### src/hw/rtl/arip_pkg.sv
// ----------------------------------------------------------------------------
// arip_pkg
// Shared types, constants and the character classifier for the radix parser.
// ----------------------------------------------------------------------------
package arip_pkg;

   // radix limits and digit mapping
   localparam logic [5:0] RadixMin  = 6'd2;
   localparam logic [5:0] RadixMax  = 6'd36;
   localparam logic [5:0] DigitTen  = 6'd10;
   localparam logic [5:0] NoDigit   = RadixMax;

   // character codes
   localparam logic [7:0] CharMinus = 8'h2D;
   localparam logic [7:0] CharZero  = 8'h30;
   localparam logic [7:0] CharNine  = 8'h39;
   localparam logic [7:0] CharLowA  = 8'h61;
   localparam logic [7:0] CharLowZ  = 8'h7A;
   localparam logic [7:0] CharUpA   = 8'h41;
   localparam logic [7:0] CharUpZ   = 8'h5A;

   // configuration register map
   localparam int unsigned CsrAddrWidth = 4;
   localparam int unsigned CsrDataWidth = 32;
   localparam logic [1:0]  RegRadix     = 2'd0;
   localparam logic [1:0]  RegSigned    = 2'd1;
   localparam logic [1:0]  RegWidth     = 2'd2;

   // register reset values
   localparam logic [5:0] RadixReset  = 6'd10;
   localparam logic       SignedReset = 1'b1;
   localparam logic [1:0] WidthReset  = 2'd2;

   // result width codes
   localparam logic [1:0] Width8  = 2'd0;
   localparam logic [1:0] Width16 = 2'd1;
   localparam logic [1:0] Width32 = 2'd2;
   localparam logic [1:0] Width64 = 2'd3;

   // queue depth between front and back
   localparam int unsigned QueueDepthDefault = 2;

   typedef struct packed {
      logic [5:0] radix;
      logic       signed_mode;
      logic [1:0] result_width;
   } cfg_type;

   // one classified character
   typedef struct packed {
      logic [5:0] digit;
      logic       digit_bad;
      logic       minus;
      logic       last;
   } ent_type;

   // map a character to 0..35, or NoDigit
   function automatic logic [5:0] digit_of(input logic [7:0] c);
      logic [7:0] d;
      begin
         d = {2'b00, NoDigit};
         if (c >= CharZero && c <= CharNine) begin
            d = c - CharZero;
         end else if (c >= CharLowA && c <= CharLowZ) begin
            d = c - CharLowA + {2'b00, DigitTen};
         end else if (c >= CharUpA && c <= CharUpZ) begin
            d = c - CharUpA + {2'b00, DigitTen};
         end
         return d[5:0];
      end
   endfunction

   // mask for the selected wrap width
   function automatic logic [63:0] width_mask(input logic [1:0] w);
      logic [63:0] m;
      begin
         unique case (w)
            Width8:  m = 64'h0000_0000_0000_00FF;
            Width16: m = 64'h0000_0000_0000_FFFF;
            Width32: m = 64'h0000_0000_FFFF_FFFF;
            default: m = 64'hFFFF_FFFF_FFFF_FFFF;
         endcase
         return m;
      end
   endfunction

endpackage

### src/hw/rtl/arip_req_if.sv
// ----------------------------------------------------------------------------
// arip_req_if
// Character channel: one character of the number string per beat.
// ----------------------------------------------------------------------------
interface arip_req_if;
   logic       valid;
   logic       ready;
   logic [7:0] char_code;
   logic       last_char;

   modport source (output valid, char_code, last_char, input ready);
   modport sink   (input valid, char_code, last_char, output ready);
endinterface

### src/hw/rtl/arip_rsp_if.sv
// ----------------------------------------------------------------------------
// arip_rsp_if
// Result channel: parsed value and ok flag, one beat per string.
// ----------------------------------------------------------------------------
interface arip_rsp_if;
   logic        valid;
   logic        ready;
   logic [63:0] value;
   logic        ok;

   modport source (output valid, value, ok, input ready);
   modport sink   (input valid, value, ok, output ready);
endinterface

### src/hw/rtl/arip_csr.sv
// ----------------------------------------------------------------------------
// arip_csr
// APB-style register file holding radix, signed mode and result width.
// ----------------------------------------------------------------------------
module arip_csr (
   input  logic                               clock,
   input  logic                               reset,
   input  logic                               psel,
   input  logic                               penable,
   input  logic                               pwrite,
   input  logic [arip_pkg::CsrAddrWidth-1:0]  paddr,
   input  logic [arip_pkg::CsrDataWidth-1:0]  pwdata,
   output logic [arip_pkg::CsrDataWidth-1:0]  prdata,
   output logic                               pready,
   output arip_pkg::cfg_type                  cfg
);
   import arip_pkg::*;

   logic [5:0] radix_ff, radix_in;
   logic       signed_ff, signed_in;
   logic [1:0] width_ff, width_in;
   logic       wr_en;
   logic [1:0] reg_idx;

   assign pready  = 1'b1;
   assign reg_idx = paddr[3:2];
   assign wr_en   = psel && penable && pwrite && pready;

   // register write decode
   always_comb begin
      radix_in  = radix_ff;
      signed_in = signed_ff;
      width_in  = width_ff;
      if (wr_en) begin
         unique case (reg_idx)
            RegRadix:  radix_in  = pwdata[5:0];
            RegSigned: signed_in = pwdata[0];
            RegWidth:  width_in  = pwdata[1:0];
            default: ;
         endcase
      end
   end

   always_ff @(posedge clock) begin
      if (reset) begin
         radix_ff  <= RadixReset;
         signed_ff <= SignedReset;
         width_ff  <= WidthReset;
      end else begin
         radix_ff  <= radix_in;
         signed_ff <= signed_in;
         width_ff  <= width_in;
      end
   end

   // read mux
   always_comb begin
      unique case (reg_idx)
         RegRadix:  prdata = {{(CsrDataWidth-6){1'b0}}, radix_ff};
         RegSigned: prdata = {{(CsrDataWidth-1){1'b0}}, signed_ff};
         RegWidth:  prdata = {{(CsrDataWidth-2){1'b0}}, width_ff};
         default:   prdata = '0;
      endcase
   end

   assign cfg.radix        = radix_ff;
   assign cfg.signed_mode  = signed_ff;
   assign cfg.result_width = width_ff;

endmodule

### src/hw/rtl/arip_front.sv
// ----------------------------------------------------------------------------
// arip_front
// Accepts character beats and classifies them into digit value and flags.
// ----------------------------------------------------------------------------
module arip_front (
   arip_req_if.sink          req_in,
   input  arip_pkg::cfg_type cfg,
   input  logic              q_full,
   output logic              q_push,
   output arip_pkg::ent_type q_data
);
   import arip_pkg::*;

   logic [5:0] digit;

   // take a beat whenever the queue has room
   assign req_in.ready = !q_full;
   assign q_push       = req_in.valid && !q_full;

   // classify the character
   assign digit            = digit_of(req_in.char_code);
   assign q_data.digit     = digit;
   assign q_data.digit_bad = (digit >= NoDigit) || (digit >= cfg.radix);
   assign q_data.minus     = (req_in.char_code == CharMinus);
   assign q_data.last      = req_in.last_char;

endmodule

### src/hw/rtl/arip_queue.sv
// ----------------------------------------------------------------------------
// arip_queue
// Short register queue decoupling the classifier from the accumulator.
// ----------------------------------------------------------------------------
module arip_queue #(
   parameter int unsigned Depth = arip_pkg::QueueDepthDefault
) (
   input  logic              clock,
   input  logic              reset,
   input  logic              push,
   input  arip_pkg::ent_type wr_data,
   output logic              full,
   input  logic              pop,
   output logic              not_empty,
   output arip_pkg::ent_type rd_data
);
   import arip_pkg::*;

   localparam int unsigned PtrWidth = (Depth > 1) ? $clog2(Depth) : 1;
   localparam int unsigned CntWidth = $clog2(Depth + 1);
   localparam logic [PtrWidth-1:0] LastPtr = PtrWidth'(Depth - 1);
   localparam logic [CntWidth-1:0] CntFull = CntWidth'(Depth);

   ent_type             mem_ff [Depth];
   logic [PtrWidth-1:0] wr_ptr_ff, wr_ptr_in;
   logic [PtrWidth-1:0] rd_ptr_ff, rd_ptr_in;
   logic [CntWidth-1:0] cnt_ff, cnt_in;

   assign full      = (cnt_ff == CntFull);
   assign not_empty = (cnt_ff != '0);
   assign rd_data   = mem_ff[rd_ptr_ff];

   // pointer and count update
   always_comb begin
      wr_ptr_in = wr_ptr_ff;
      rd_ptr_in = rd_ptr_ff;
      cnt_in    = cnt_ff;
      if (push) begin
         wr_ptr_in = (wr_ptr_ff == LastPtr) ? '0 : wr_ptr_ff + 1'b1;
      end
      if (pop) begin
         rd_ptr_in = (rd_ptr_ff == LastPtr) ? '0 : rd_ptr_ff + 1'b1;
      end
      if (push && !pop) begin
         cnt_in = cnt_ff + 1'b1;
      end else if (pop && !push) begin
         cnt_in = cnt_ff - 1'b1;
      end
   end

   always_ff @(posedge clock) begin
      if (reset) begin
         wr_ptr_ff <= '0;
         rd_ptr_ff <= '0;
         cnt_ff    <= '0;
      end else begin
         wr_ptr_ff <= wr_ptr_in;
         rd_ptr_ff <= rd_ptr_in;
         cnt_ff    <= cnt_in;
      end
   end

   // entry storage
   always_ff @(posedge clock) begin
      if (push) begin
         mem_ff[wr_ptr_ff] <= wr_data;
      end
   end

endmodule

### src/hw/rtl/arip_back.sv
// ----------------------------------------------------------------------------
// arip_back
// Multiply-add accumulator, string state and the result register.
// ----------------------------------------------------------------------------
module arip_back (
   input  logic              clock,
   input  logic              reset,
   input  arip_pkg::cfg_type cfg,
   input  logic              q_valid,
   input  arip_pkg::ent_type q_data,
   output logic              q_pop,
   arip_rsp_if.source        rsp_out
);
   import arip_pkg::*;

   // string state
   logic [63:0] acc_ff, acc_in;
   logic        neg_ff, neg_in;
   logic        err_ff, err_in;
   logic        first_ff, first_in;

   // result register, held raw and finished on the way out
   logic        rsp_valid_ff, rsp_valid_in;
   logic [63:0] res_acc_ff, res_acc_in;
   logic        res_neg_ff, res_neg_in;
   logic        res_err_ff, res_err_in;
   logic        res_sgn_ff, res_sgn_in;
   logic [1:0]  res_w_ff, res_w_in;

   logic [63:0] mask;
   logic [63:0] prod;
   logic [63:0] step_acc;
   logic        radix_ok;
   logic        take_minus;
   logic        rsp_free;
   logic [63:0] fin_mask;
   logic [63:0] fin_mag;
   logic [63:0] fin_val;

   assign mask     = width_mask(cfg.result_width);
   assign radix_ok = (cfg.radix >= RadixMin) && (cfg.radix <= RadixMax);
   assign prod     = acc_ff * {58'd0, cfg.radix};
   assign step_acc = (prod + {58'd0, q_data.digit}) & mask;

   // a last beat needs the result register free
   assign rsp_free = !rsp_valid_ff || rsp_out.ready;
   assign q_pop    = q_valid && (!q_data.last || rsp_free);

   assign take_minus = first_ff && cfg.signed_mode && q_data.minus;

   // per-character step
   always_comb begin
      acc_in       = acc_ff;
      neg_in       = neg_ff;
      err_in       = err_ff;
      first_in     = first_ff;
      rsp_valid_in = rsp_valid_ff && !rsp_out.ready;
      res_acc_in   = res_acc_ff;
      res_neg_in   = res_neg_ff;
      res_err_in   = res_err_ff;
      res_sgn_in   = res_sgn_ff;
      res_w_in     = res_w_ff;
      if (q_pop) begin
         if (take_minus) begin
            neg_in = 1'b1;
            if (q_data.last) begin
               err_in = 1'b1;
            end
         end else if (q_data.digit_bad) begin
            err_in = 1'b1;
         end else begin
            acc_in = step_acc;
         end
         first_in = 1'b0;
         if (!radix_ok) begin
            err_in = 1'b1;
         end
         if (q_data.last) begin
            rsp_valid_in = 1'b1;
            res_acc_in   = acc_in;
            res_neg_in   = neg_in;
            res_err_in   = err_in;
            res_sgn_in   = cfg.signed_mode;
            res_w_in     = cfg.result_width;
            acc_in       = '0;
            neg_in       = 1'b0;
            err_in       = 1'b0;
            first_in     = 1'b1;
         end
      end
   end

   always_ff @(posedge clock) begin
      if (reset) begin
         acc_ff       <= '0;
         neg_ff       <= 1'b0;
         err_ff       <= 1'b0;
         first_ff     <= 1'b1;
         rsp_valid_ff <= 1'b0;
      end else begin
         acc_ff       <= acc_in;
         neg_ff       <= neg_in;
         err_ff       <= err_in;
         first_ff     <= first_in;
         rsp_valid_ff <= rsp_valid_in;
      end
   end

   always_ff @(posedge clock) begin
      res_acc_ff <= res_acc_in;
      res_neg_ff <= res_neg_in;
      res_err_ff <= res_err_in;
      res_sgn_ff <= res_sgn_in;
      res_w_ff   <= res_w_in;
   end

   // negate and sign-extend at the captured width
   assign fin_mask = width_mask(res_w_ff);
   assign fin_mag  = res_neg_ff ? ((64'd0 - res_acc_ff) & fin_mask) : res_acc_ff;

   always_comb begin
      unique case (res_w_ff)
         Width8:  fin_val = {{56{fin_mag[7] & res_sgn_ff}}, fin_mag[7:0]};
         Width16: fin_val = {{48{fin_mag[15] & res_sgn_ff}}, fin_mag[15:0]};
         Width32: fin_val = {{32{fin_mag[31] & res_sgn_ff}}, fin_mag[31:0]};
         default: fin_val = fin_mag;
      endcase
   end

   assign rsp_out.valid = rsp_valid_ff;
   assign rsp_out.value = res_err_ff ? 64'd0 : fin_val;
   assign rsp_out.ok    = !res_err_ff;

endmodule

### src/hw/rtl/ascii_radix_integer_parser.sv
// A result beat is registered: the last character passes through the queue and then the result register.
// Throughput: one character per cycle while the queue has room; the accumulator's 64x6 multiply-add closes each step.
// A waiting result holds back only a last character; the queue then fills and stalls input.
// Reset (synchronous, active high): radix 10, signed mode on, 32-bit width, string restarted.
// ----------------------------------------------------------------------------
// ascii_radix_integer_parser
// Streams a number string in radix 2 to 36 and returns its integer value.
// ----------------------------------------------------------------------------
module ascii_radix_integer_parser #(
   parameter int unsigned QueueDepth = arip_pkg::QueueDepthDefault
) (
   input  logic                               clock,
   input  logic                               reset,
   arip_req_if.sink                           req_in,
   arip_rsp_if.source                         rsp_out,
   input  logic                               psel,
   input  logic                               penable,
   input  logic                               pwrite,
   input  logic [arip_pkg::CsrAddrWidth-1:0]  paddr,
   input  logic [arip_pkg::CsrDataWidth-1:0]  pwdata,
   output logic [arip_pkg::CsrDataWidth-1:0]  prdata,
   output logic                               pready
);
   import arip_pkg::*;

   cfg_type cfg;
   ent_type q_wr_data;
   ent_type q_rd_data;
   logic    q_push;
   logic    q_pop;
   logic    q_full;
   logic    q_not_empty;

   // configuration registers
   arip_csr u_csr (
      .clock   (clock),
      .reset   (reset),
      .psel    (psel),
      .penable (penable),
      .pwrite  (pwrite),
      .paddr   (paddr),
      .pwdata  (pwdata),
      .prdata  (prdata),
      .pready  (pready),
      .cfg     (cfg)
   );

   // character intake and classification
   arip_front u_front (
      .req_in (req_in),
      .cfg    (cfg),
      .q_full (q_full),
      .q_push (q_push),
      .q_data (q_wr_data)
   );

   // decoupling queue
   arip_queue #(
      .Depth (QueueDepth)
   ) u_queue (
      .clock     (clock),
      .reset     (reset),
      .push      (q_push),
      .wr_data   (q_wr_data),
      .full      (q_full),
      .pop       (q_pop),
      .not_empty (q_not_empty),
      .rd_data   (q_rd_data)
   );

   // accumulate and emit
   arip_back u_back (
      .clock   (clock),
      .reset   (reset),
      .cfg     (cfg),
      .q_valid (q_not_empty),
      .q_data  (q_rd_data),
      .q_pop   (q_pop),
      .rsp_out (rsp_out)
   );

endmodule

### src/flat_wrapper.sv
// flat-port wrapper written by rule: the top's interface ports become plain ports
module ascii_radix_integer_parser_flat import arip_pkg::*;
#(
   parameter int unsigned QueueDepth = arip_pkg::QueueDepthDefault
)
  (clock, reset, psel, penable, pwrite, paddr, pwdata, prdata, pready, req_in_valid, req_in_char_code, req_in_last_char, req_in_ready, rsp_out_valid, rsp_out_value, rsp_out_ok, rsp_out_ready);
  arip_req_if req_in_i ();
  arip_rsp_if rsp_out_i ();
  input  logic clock;
  input  logic reset;
  input  logic psel;
  input  logic penable;
  input  logic pwrite;
  input  logic [arip_pkg::CsrAddrWidth-1:0] paddr;
  input  logic [arip_pkg::CsrDataWidth-1:0] pwdata;
  output logic [arip_pkg::CsrDataWidth-1:0] prdata;
  output logic pready;
  input wire logic [$bits(req_in_i.valid)-1:0] req_in_valid;
  input wire logic [$bits(req_in_i.char_code)-1:0] req_in_char_code;
  input wire logic [$bits(req_in_i.last_char)-1:0] req_in_last_char;
  output wire logic [$bits(req_in_i.ready)-1:0] req_in_ready;
  output wire logic [$bits(rsp_out_i.valid)-1:0] rsp_out_valid;
  output wire logic [$bits(rsp_out_i.value)-1:0] rsp_out_value;
  output wire logic [$bits(rsp_out_i.ok)-1:0] rsp_out_ok;
  input wire logic [$bits(rsp_out_i.ready)-1:0] rsp_out_ready;
  assign req_in_i.valid = req_in_valid;
  assign req_in_i.char_code = req_in_char_code;
  assign req_in_i.last_char = req_in_last_char;
  assign req_in_ready = req_in_i.ready;
  assign rsp_out_valid = rsp_out_i.valid;
  assign rsp_out_value = rsp_out_i.value;
  assign rsp_out_ok = rsp_out_i.ok;
  assign rsp_out_i.ready = rsp_out_ready;
  ascii_radix_integer_parser #(.QueueDepth(QueueDepth)) u_core (.clock(clock), .reset(reset), .req_in(req_in_i), .rsp_out(rsp_out_i), .psel(psel), .penable(penable), .pwrite(pwrite), .paddr(paddr), .pwdata(pwdata), .prdata(prdata), .pready(pready));
endmodule
### config.mk
export PLATFORM = sky130hd
export DESIGN_NAME = ascii_radix_integer_parser_flat
export DESIGN_NICKNAME = d
export VERILOG_FILES = /design/src/hw/rtl/arip_pkg.sv /design/src/hw/rtl/arip_req_if.sv /design/src/hw/rtl/arip_rsp_if.sv /design/src/hw/rtl/arip_csr.sv /design/src/hw/rtl/arip_front.sv /design/src/hw/rtl/arip_queue.sv /design/src/hw/rtl/arip_back.sv /design/src/hw/rtl/ascii_radix_integer_parser.sv /design/src/flat_wrapper.sv
export SDC_FILE = /design/constraint.sdc
export NUM_CORES = 1
export LEC_CHECK = 0
export ABC_AREA = 1
export BUFFER_PORTS_ARGS = -buffer_cell sky130_fd_sc_hd__buf_4
export CAP_MARGIN = 20
export CELL_PAD_IN_SITES_DETAIL_PLACEMENT = 1
export CELL_PAD_IN_SITES_GLOBAL_PLACEMENT = 2
export CORE_MARGIN = 1.5
export CORE_UTILIZATION = 35
export CTS_CLUSTER_SIZE = 28
export DETAILED_ROUTE_END_ITERATION = 16
export PLACE_DENSITY = 0.86
export SYNTH_ARGS = -nofsm -noshare
export SYNTH_HDL_FRONTEND = slang
export SYNTH_SLANG_ARGS = --single-unit
### constraint.sdc
create_clock -name clock -period 6.06 [get_ports clock]
set_input_delay 1.212 -clock clock [delete_from_list [all_inputs] [get_ports clock]]
set_output_delay 1.212 -clock clock [all_outputs]
set_load 0.02 [all_outputs]
# [Word-level counts from Yosys, hierarchy flattened]
# Memories as Yosys holds them, arrays and structs flattened. A register that Yosys moved wholly into a read port is not among the register bits.
# Cells that the tools add are included.
[word_totals] in_bits=52 mem_bits_rw=18 wordCells=114 output_inout_bits=100 n_memories=1 register_bits=150
[mem_list] memory="u_core.u_queue.mem_ff" depth=2 word_bits=9 rd=1 rd_clocked_by_memory_dff=1 wr=1 line_no="arip_queue.sv:24" source="ent_type mem_ff [Depth];"
[op_classes] muxes=30 n_lt_le_gt_ge=10 n_bitwise=5 addsub=11 multipliers=1 n_eq_ne=8 n_reduce_logical=32
[op_table] operator="one-hot mux 64 bit (3 select lines)" count=3
[op_table] operator="two-way mux 64 bit" count=5
[op_table] operator="bitwise AND 64 bit" count=2
[op_table] operator="adder 64 x 6 -> 64 bit" count=1
[op_table] operator="multiplier 64 x 6 -> 64 bit" count=1
[op_table] operator="subtractor 1 x 64 -> 64 bit, first input constant" count=1
[op_table] operator="two-way mux 6 bit" count=3
[op_table] operator="one-hot mux 6 bit (3 select lines)" count=1
[op_table] operator="greater-or-equal comparator 8 x 7 -> 1 bit, second input constant" count=2
[op_table] operator="<= comparator 8 x 7 -> 1 bit, second input constant" count=2
[op_table] operator="two-way mux 1 bit" count=16
[op_table] operator="logical AND 1 bit" count=13
[op_table] operator="adder 6 x 4 -> 6 bit, second input constant" count=2
[op_table] operator="subtractor 6 bit, second input constant" count=2
[op_table] operator="equality test 2 bit, second input constant" count=4
[op_table] operator="equality test 8 x 6 -> 1 bit, second input constant" count=1
[op_table] operator="greater-or-equal comparator 8 x 6 -> 1 bit, second input constant" count=1
[op_table] operator="<= comparator 8 x 6 -> 1 bit, second input constant" count=1
[op_table] operator="AND reduction 2 bit" count=4
[op_table] operator="logical NOT 1 bit" count=7
[op_table] operator="equality test 2 x 1 -> 1 bit, second input constant" count=3
[op_table] operator="greater-or-equal comparator 6 x 2 -> 1 bit, second input constant" count=1
[op_table] operator="greater-or-equal comparator 6 bit" count=1
[op_table] operator="greater-or-equal comparator 6 bit, second input constant" count=1
[op_table] operator="10 further kinds" count=19

# [Depth between registers and ports, before layout]
[logic_depth] depth_word=7 depth_mapped=28 ltp_nobuf=26

# [By module]
# A second synthesis with hierarchy kept.
[hier_totals] cells_unflattened=3825 hier_area_um2=24841.3
[modules_own_cells] module="arip_back" instances=1 area_per_inst_um2=22559.1 seq_area_each_um2=3433.3 cells_per_inst=3528
[modules_own_cells] module="arip_queue" instances=1 area_per_inst_um2=915.9 seq_area_each_um2=640.6 cells_per_inst=61
[modules_own_cells] module="arip_csr" instances=1 area_per_inst_um2=685.7 seq_area_each_um2=180.2 cells_per_inst=104
[modules_own_cells] module="arip_front" instances=1 area_per_inst_um2=680.7 seq_area_each_um2=0.0 cells_per_inst=132

# [Least setup slack after synthesis]
# No wires, ideal clock.
[synth_timing] path_type="register to register" start="register u_core.u_csr.radix_ff[5]" end="register u_core.u_back.res_acc_ff[38] (data pin)" period_less_slack_ps=4655 setup_time_ps=258 t_required_ps=5802 arrival_ps=4397 slack_ps=1405 stages_incl_launch_ff=25 n_path_buf=2 path_cell_list="dfxtp_1 > clkbuf_1 > clkbuf_1 > nand2_1 > fa_1 > fa_1 > inv_1 > fa_1 > inv_1 > fa_1 > inv_1 > ha_1 > nand2_1 > nor2_1 > nand2_1 > nand3_1 > nand2_1 > nand2_1 > nand2_1 > nand2_1 > nand2_1 > nand2_1 > nand2_1 > nand3_1 > nand2_1"
[synth_between] elab_chain_len=5
[synth_lines] element="from (decl)" line_no="arip_csr.sv:19" source="logic [5:0] radix_ff, radix_in;"
[synth_lines] element="from (signal assigned)" line_no="arip_csr.sv:46" source="radix_ff <= RadixReset;"
[synth_lines] element="from (signal assigned)" line_no="arip_csr.sv:50" source="radix_ff <= radix_in;"
[synth_lines] element="multiplier 64 x 6 -> 64 bit" line_no="arip_back.sv:42" source="assign prod = acc_ff * {58'd0, cfg.radix};"
[synth_lines] element="adder 64 x 6 -> 64 bit" line_no="arip_back.sv:43" source="assign step_acc = (prod + {58'd0, q_data.digit}) & mask;"
[synth_lines] element="bitwise AND 64 bit" line_no="arip_back.sv:43"
[synth_lines] element="two-way mux 64 bit" line_no="arip_back.sv:69" source="end else if (q_data.digit_bad) begin"
[synth_lines] element="two-way mux 64 bit" line_no="arip_back.sv:64" source="if (take_minus) begin"
[synth_lines] element="to (signal assigned)" line_no="arip_back.sv:110" source="res_acc_ff <= res_acc_in;"
[synth_lines] element="to (decl)" line_no="arip_back.sv:24" source="logic [63:0] res_acc_ff, res_acc_in;"
# Every way passes these cells.
# A chain may end at the register's enable or synchronous reset.

# [Final worst setup path]
[layout_timing] start="register u_core.u_csr.radix_ff[2]" end="register u_core.u_back.acc_ff[58]"
[layout_between] elab_chain_len=6
[layout_lines] element="multiplier 64 x 6 -> 64 bit" line_no="arip_back.sv:42"
[layout_lines] element="adder 64 x 6 -> 64 bit" line_no="arip_back.sv:43"
[layout_lines] element="bitwise AND 64 bit" line_no="arip_back.sv:43"
[layout_lines] element="two-way mux 64 bit" line_no="arip_back.sv:69"
[layout_lines] element="two-way mux 64 bit" line_no="arip_back.sv:64"
[layout_lines] element="two-way mux 64 bit" line_no="arip_back.sv:78" source="if (q_data.last) begin"
[layout_lines] element="to (signal assigned)" line_no="arip_back.sv:101" source="acc_ff <= acc_in;"
[layout_lines] element="to (decl)" line_no="arip_back.sv:17" source="logic [63:0] acc_ff, acc_in;"
# Every way passes these cells.

==> impl_metrics.ini <==
[setup_path]
r2r_cells = 19
crit_arrival_ns = 5.72
criticalPathCategory = register to register
crit_fanout = 40
startpoint_type = register
cp_data_required_time_ns = 6.46
r2r-start = u_core.u_csr.radix_ff[2]$_SDFFE_PP0P_
regToRegEndpoint = u_core.u_back.acc_ff[58]$_SDFFE_PP0P_
r2r_setup_slack_ns = 0.74
end_kind = register

[clocking]
clk_pin_slew_ns = 0.08
cts_root_buf = clkbuf_16
cts_made_buffers = 17
clock-sinks = 169
cts_tree = built
clkLatencyLatePin_ns = 0.49
ctsResizeCount = 0
post-cts-setup-buffers = 0
clk_path_buf_depth = 2
htree_levels = 4
cts_hold_buf = 0

[layout]
multiInputGateArea_sq_um = 16500
syn2layout_area_growth_pct = 7.78
drive_gt1_frac = 0.0576
fin_area_sq_um = 26500
final_core_util = 0.380
final_nets = 4192
n_fill_cell = 9102
final_cells = 4710
seqCellArea_sq_um = 4260

[sta]
min_period_ns = 5.32
skew_ns = 0.0207
tightestPinTransition_ns = 1.10
tns_ns = 0
period_share = 0.878
fin_ws_ns = 0.739
rsz0062_at_grt = false
relSlewSlack = 0.258
holdWs_ns = 0.459
setup_viol = 0
final-max-slew-violation-count = 0
finalHoldViolations = 0
fmax_mhz = 188

[drt]
ant_nets = 0
wl_per_cell_um = 18.2
via_count = 23000
drc_errors = 0
first_pass_iters = 6
wirelength_um = 85800
routed_via_density = 4.89
drtIter0Drc = 1296

[global_routing]
antenna_found_initial = 2
grt_max_degree = 71
use_met2 = 0.415
grt_pass1_vias = 23900
gr-max-usage-layer = met2
grtUsageMet1 = 0.333
grt_pass1_wl_um = 135000
grt.total_usage = 0.245
overflow = 0
grtUsageMet3 = 0.0264

[synth]
yosys_warnings = 0
synth_top_area_cell = nand2_1
synth_edf_count = 87
netlist_instances = 3774
synth_top_cell_area_share = 0.204
ys_seq_area_frac = 0.173
netlist_area_sq_um = 24600
synth_seq_cells = 169
async_reset_ff_frac = 0
synth_area_leaders = nand2_1 (20%), fa_1 (20%), inv_1 (12%), edfxtp_1 (11%), ha_1 (7.4%)
synth_ff_type = edfxtp_1
avgSynthCellArea_sq_um = 6.52
yosys.cell_types.count = 60

[power]
ir_worst_vdd_mv = 0.206
p_total_mw = 5.69
p_per_area_nw_per_um2 = 214
p_leak_nw = 16.1

[min_path]
hold_start = u_core.u_queue.rd_ptr_ff$_SDFFE_PP0P_
min_path_type = register to register
hold_end = u_core.u_queue.rd_ptr_ff$_SDFFE_PP0P_
holdPathStages = 1

[placed_design]
globalplace.congestion = 0.958
postPlaceCellArea_sq_um = 25900
dp_cells = 4675
portBuffers = 96
place_worst_setup_slack_ns = 0.813
hpwl_um = 71200

[floorplan]
num_rows = 97
die_w_um = 268
core_sq_um = 69800
initial_utilization = 0.353
die_y_um = 268
io_pins = 152
die_area_sq_um = 71900

[outcome]
status = completed

[run]
maxCapViolations = 0
==> cells by family (layout without fill, tap and decap cells) <==
logic type	Yosys count	after routing	share of synthesized area
AOI/OAI and AO/OA	357	357	0.0811
muxes	2	2	0.000813
buffers and inverters	984	953	0.160
DFF	169	169	0.173
other	2	29	0.000305
xor gates and xnor gates	39	39	0.0142
adders and majority gates	385	385	0.269
and+or+nand+nor	1836	1836	0.302
==> worst max-delay path by stage <==
stage | start | to | slack (ns)
CTS | u_core.u_csr.radix_ff[4]$_SDFFE_PP0P_ | u_core.u_back.acc_ff[54]$_SDFFE_PP0P_ | 0.76
detailed placement | u_core.u_back.acc_ff[2]$_SDFFE_PP0P_ | u_core.u_back.acc_ff[62]$_SDFFE_PP0P_ | 0.81
global placement | u_core.u_csr.radix_ff[4]$_SDFFE_PP0P_ | u_core.u_back.acc_ff[54]$_SDFFE_PP0P_ | 0.86
finish | u_core.u_csr.radix_ff[2]$_SDFFE_PP0P_ | u_core.u_back.acc_ff[58]$_SDFFE_PP0P_ | 0.74
global route | u_core.u_csr.radix_ff[2]$_SDFFE_PP0P_ | u_core.u_back.acc_ff[54]$_SDFFE_PP0P_ | 0.39
floorplan | u_core.u_csr.radix_ff[5]$_SDFFE_PP0P_ | u_core.u_back.res_acc_ff[38]$_DFFE_PP_ | 1.41
==> cells in the final DEF (no fill, tap or decap), types with 8 or more instances in the layout <==
cell type	instances
a21oi_1	214
a21oi_2	11
buf_4	115
clkbuf_16	18
conb_1	27
dfxtp_1	76
edfxtp_1	87
fa_1	240
ha_1	145
inv_1	796
nand2_1	1341
nand3_1	157
nand4_1	33
nor2_1	225
nor3_1	32
o211ai_1	8
o21ai_0	73
o21ai_1	11
o21ai_2	8
o21bai_1	15
xnor2_1	18
xor2_1	20
==> flip-flops by register name, indices dropped and copies added (netlist names), named ones only <==
register and flops:
u_core.u_back.acc_ff 64, u_core.u_back.res_acc_ff 64, u_core.u_queue.mem_ff 18, u_core.u_csr.radix_ff 6, u_core.u_back.res_w_ff 2, u_core.u_csr.width_ff 2
u_core.u_queue.cnt_ff 2, u_core.u_back.err_ff 1, u_core.u_back.first_ff 1, u_core.u_back.neg_ff 1, u_core.u_back.res_err_ff 1, u_core.u_back.res_neg_ff 1
u_core.u_back.res_sgn_ff 1, u_core.u_back.rsp_out.valid 1, u_core.u_csr.signed_ff 1, u_core.u_queue.rd_ptr_ff 1, u_core.u_queue.wr_ptr_ff 1
==> area by class of cell <==
cell class	instances	share of cell area
multi-input combinational	2646	0.623
timing repair buffer	118	0.0348
antenna	2	0.000189
sequential	169	0.161
inverter	803	0.114
tap	940	0.0443
clock buffer	18	0.0170
clock inverter	14	0.00660
==> routing by layer <==
metal | vias to the layer above | wire length [um]
met4 | 0 | 1640
met1 | 11400 | 40500
met2 | 361 | 40700
met5 | - | 0
li1 | 11200 | -
met3 | 55 | 2950
==> power by group <==
group          switching, mW  internal (mW)  total, mW  leakage (nW)
sequential             0.217           1.49       1.71          1.48
combinational           1.99          0.804       2.79          14.4
clock                  0.571          0.615       1.19         0.306
==> synthesized netlist by cell type, types with 35 or more instances <==
master	n
ha_1	145
buf_4	35
o21ai_0	73
clkbuf_1	54
clkbuf_2	51
nand3_1	157
edfxtp_1	87
a21oi_1	214
dfxtp_1	82
fa_1	240
inv_1	797
nor2_1	225
nand2_1	1341
==> worst max-delay path, cell delays in order (launching register included) <==
cell and delay [ns]:
dfxtp_2 0.41, buf_4 0.48, nand2_1 0.10, inv_1 0.08
fa_1 0.44, fa_1 0.53, fa_1 0.50, ha_1 0.32
ha_1 0.38, nand2_1 0.18, nor2_1 0.31, nand2_1 0.15
nor2_1 0.23, and3_1 0.19, nand2_1 0.11, nand3_1 0.10
nand3_1 0.24, nand2_1 0.19, nand2_1 0.06, a21oi_1 0.16
Note: power is estimated with default switching activity, not from simulation.
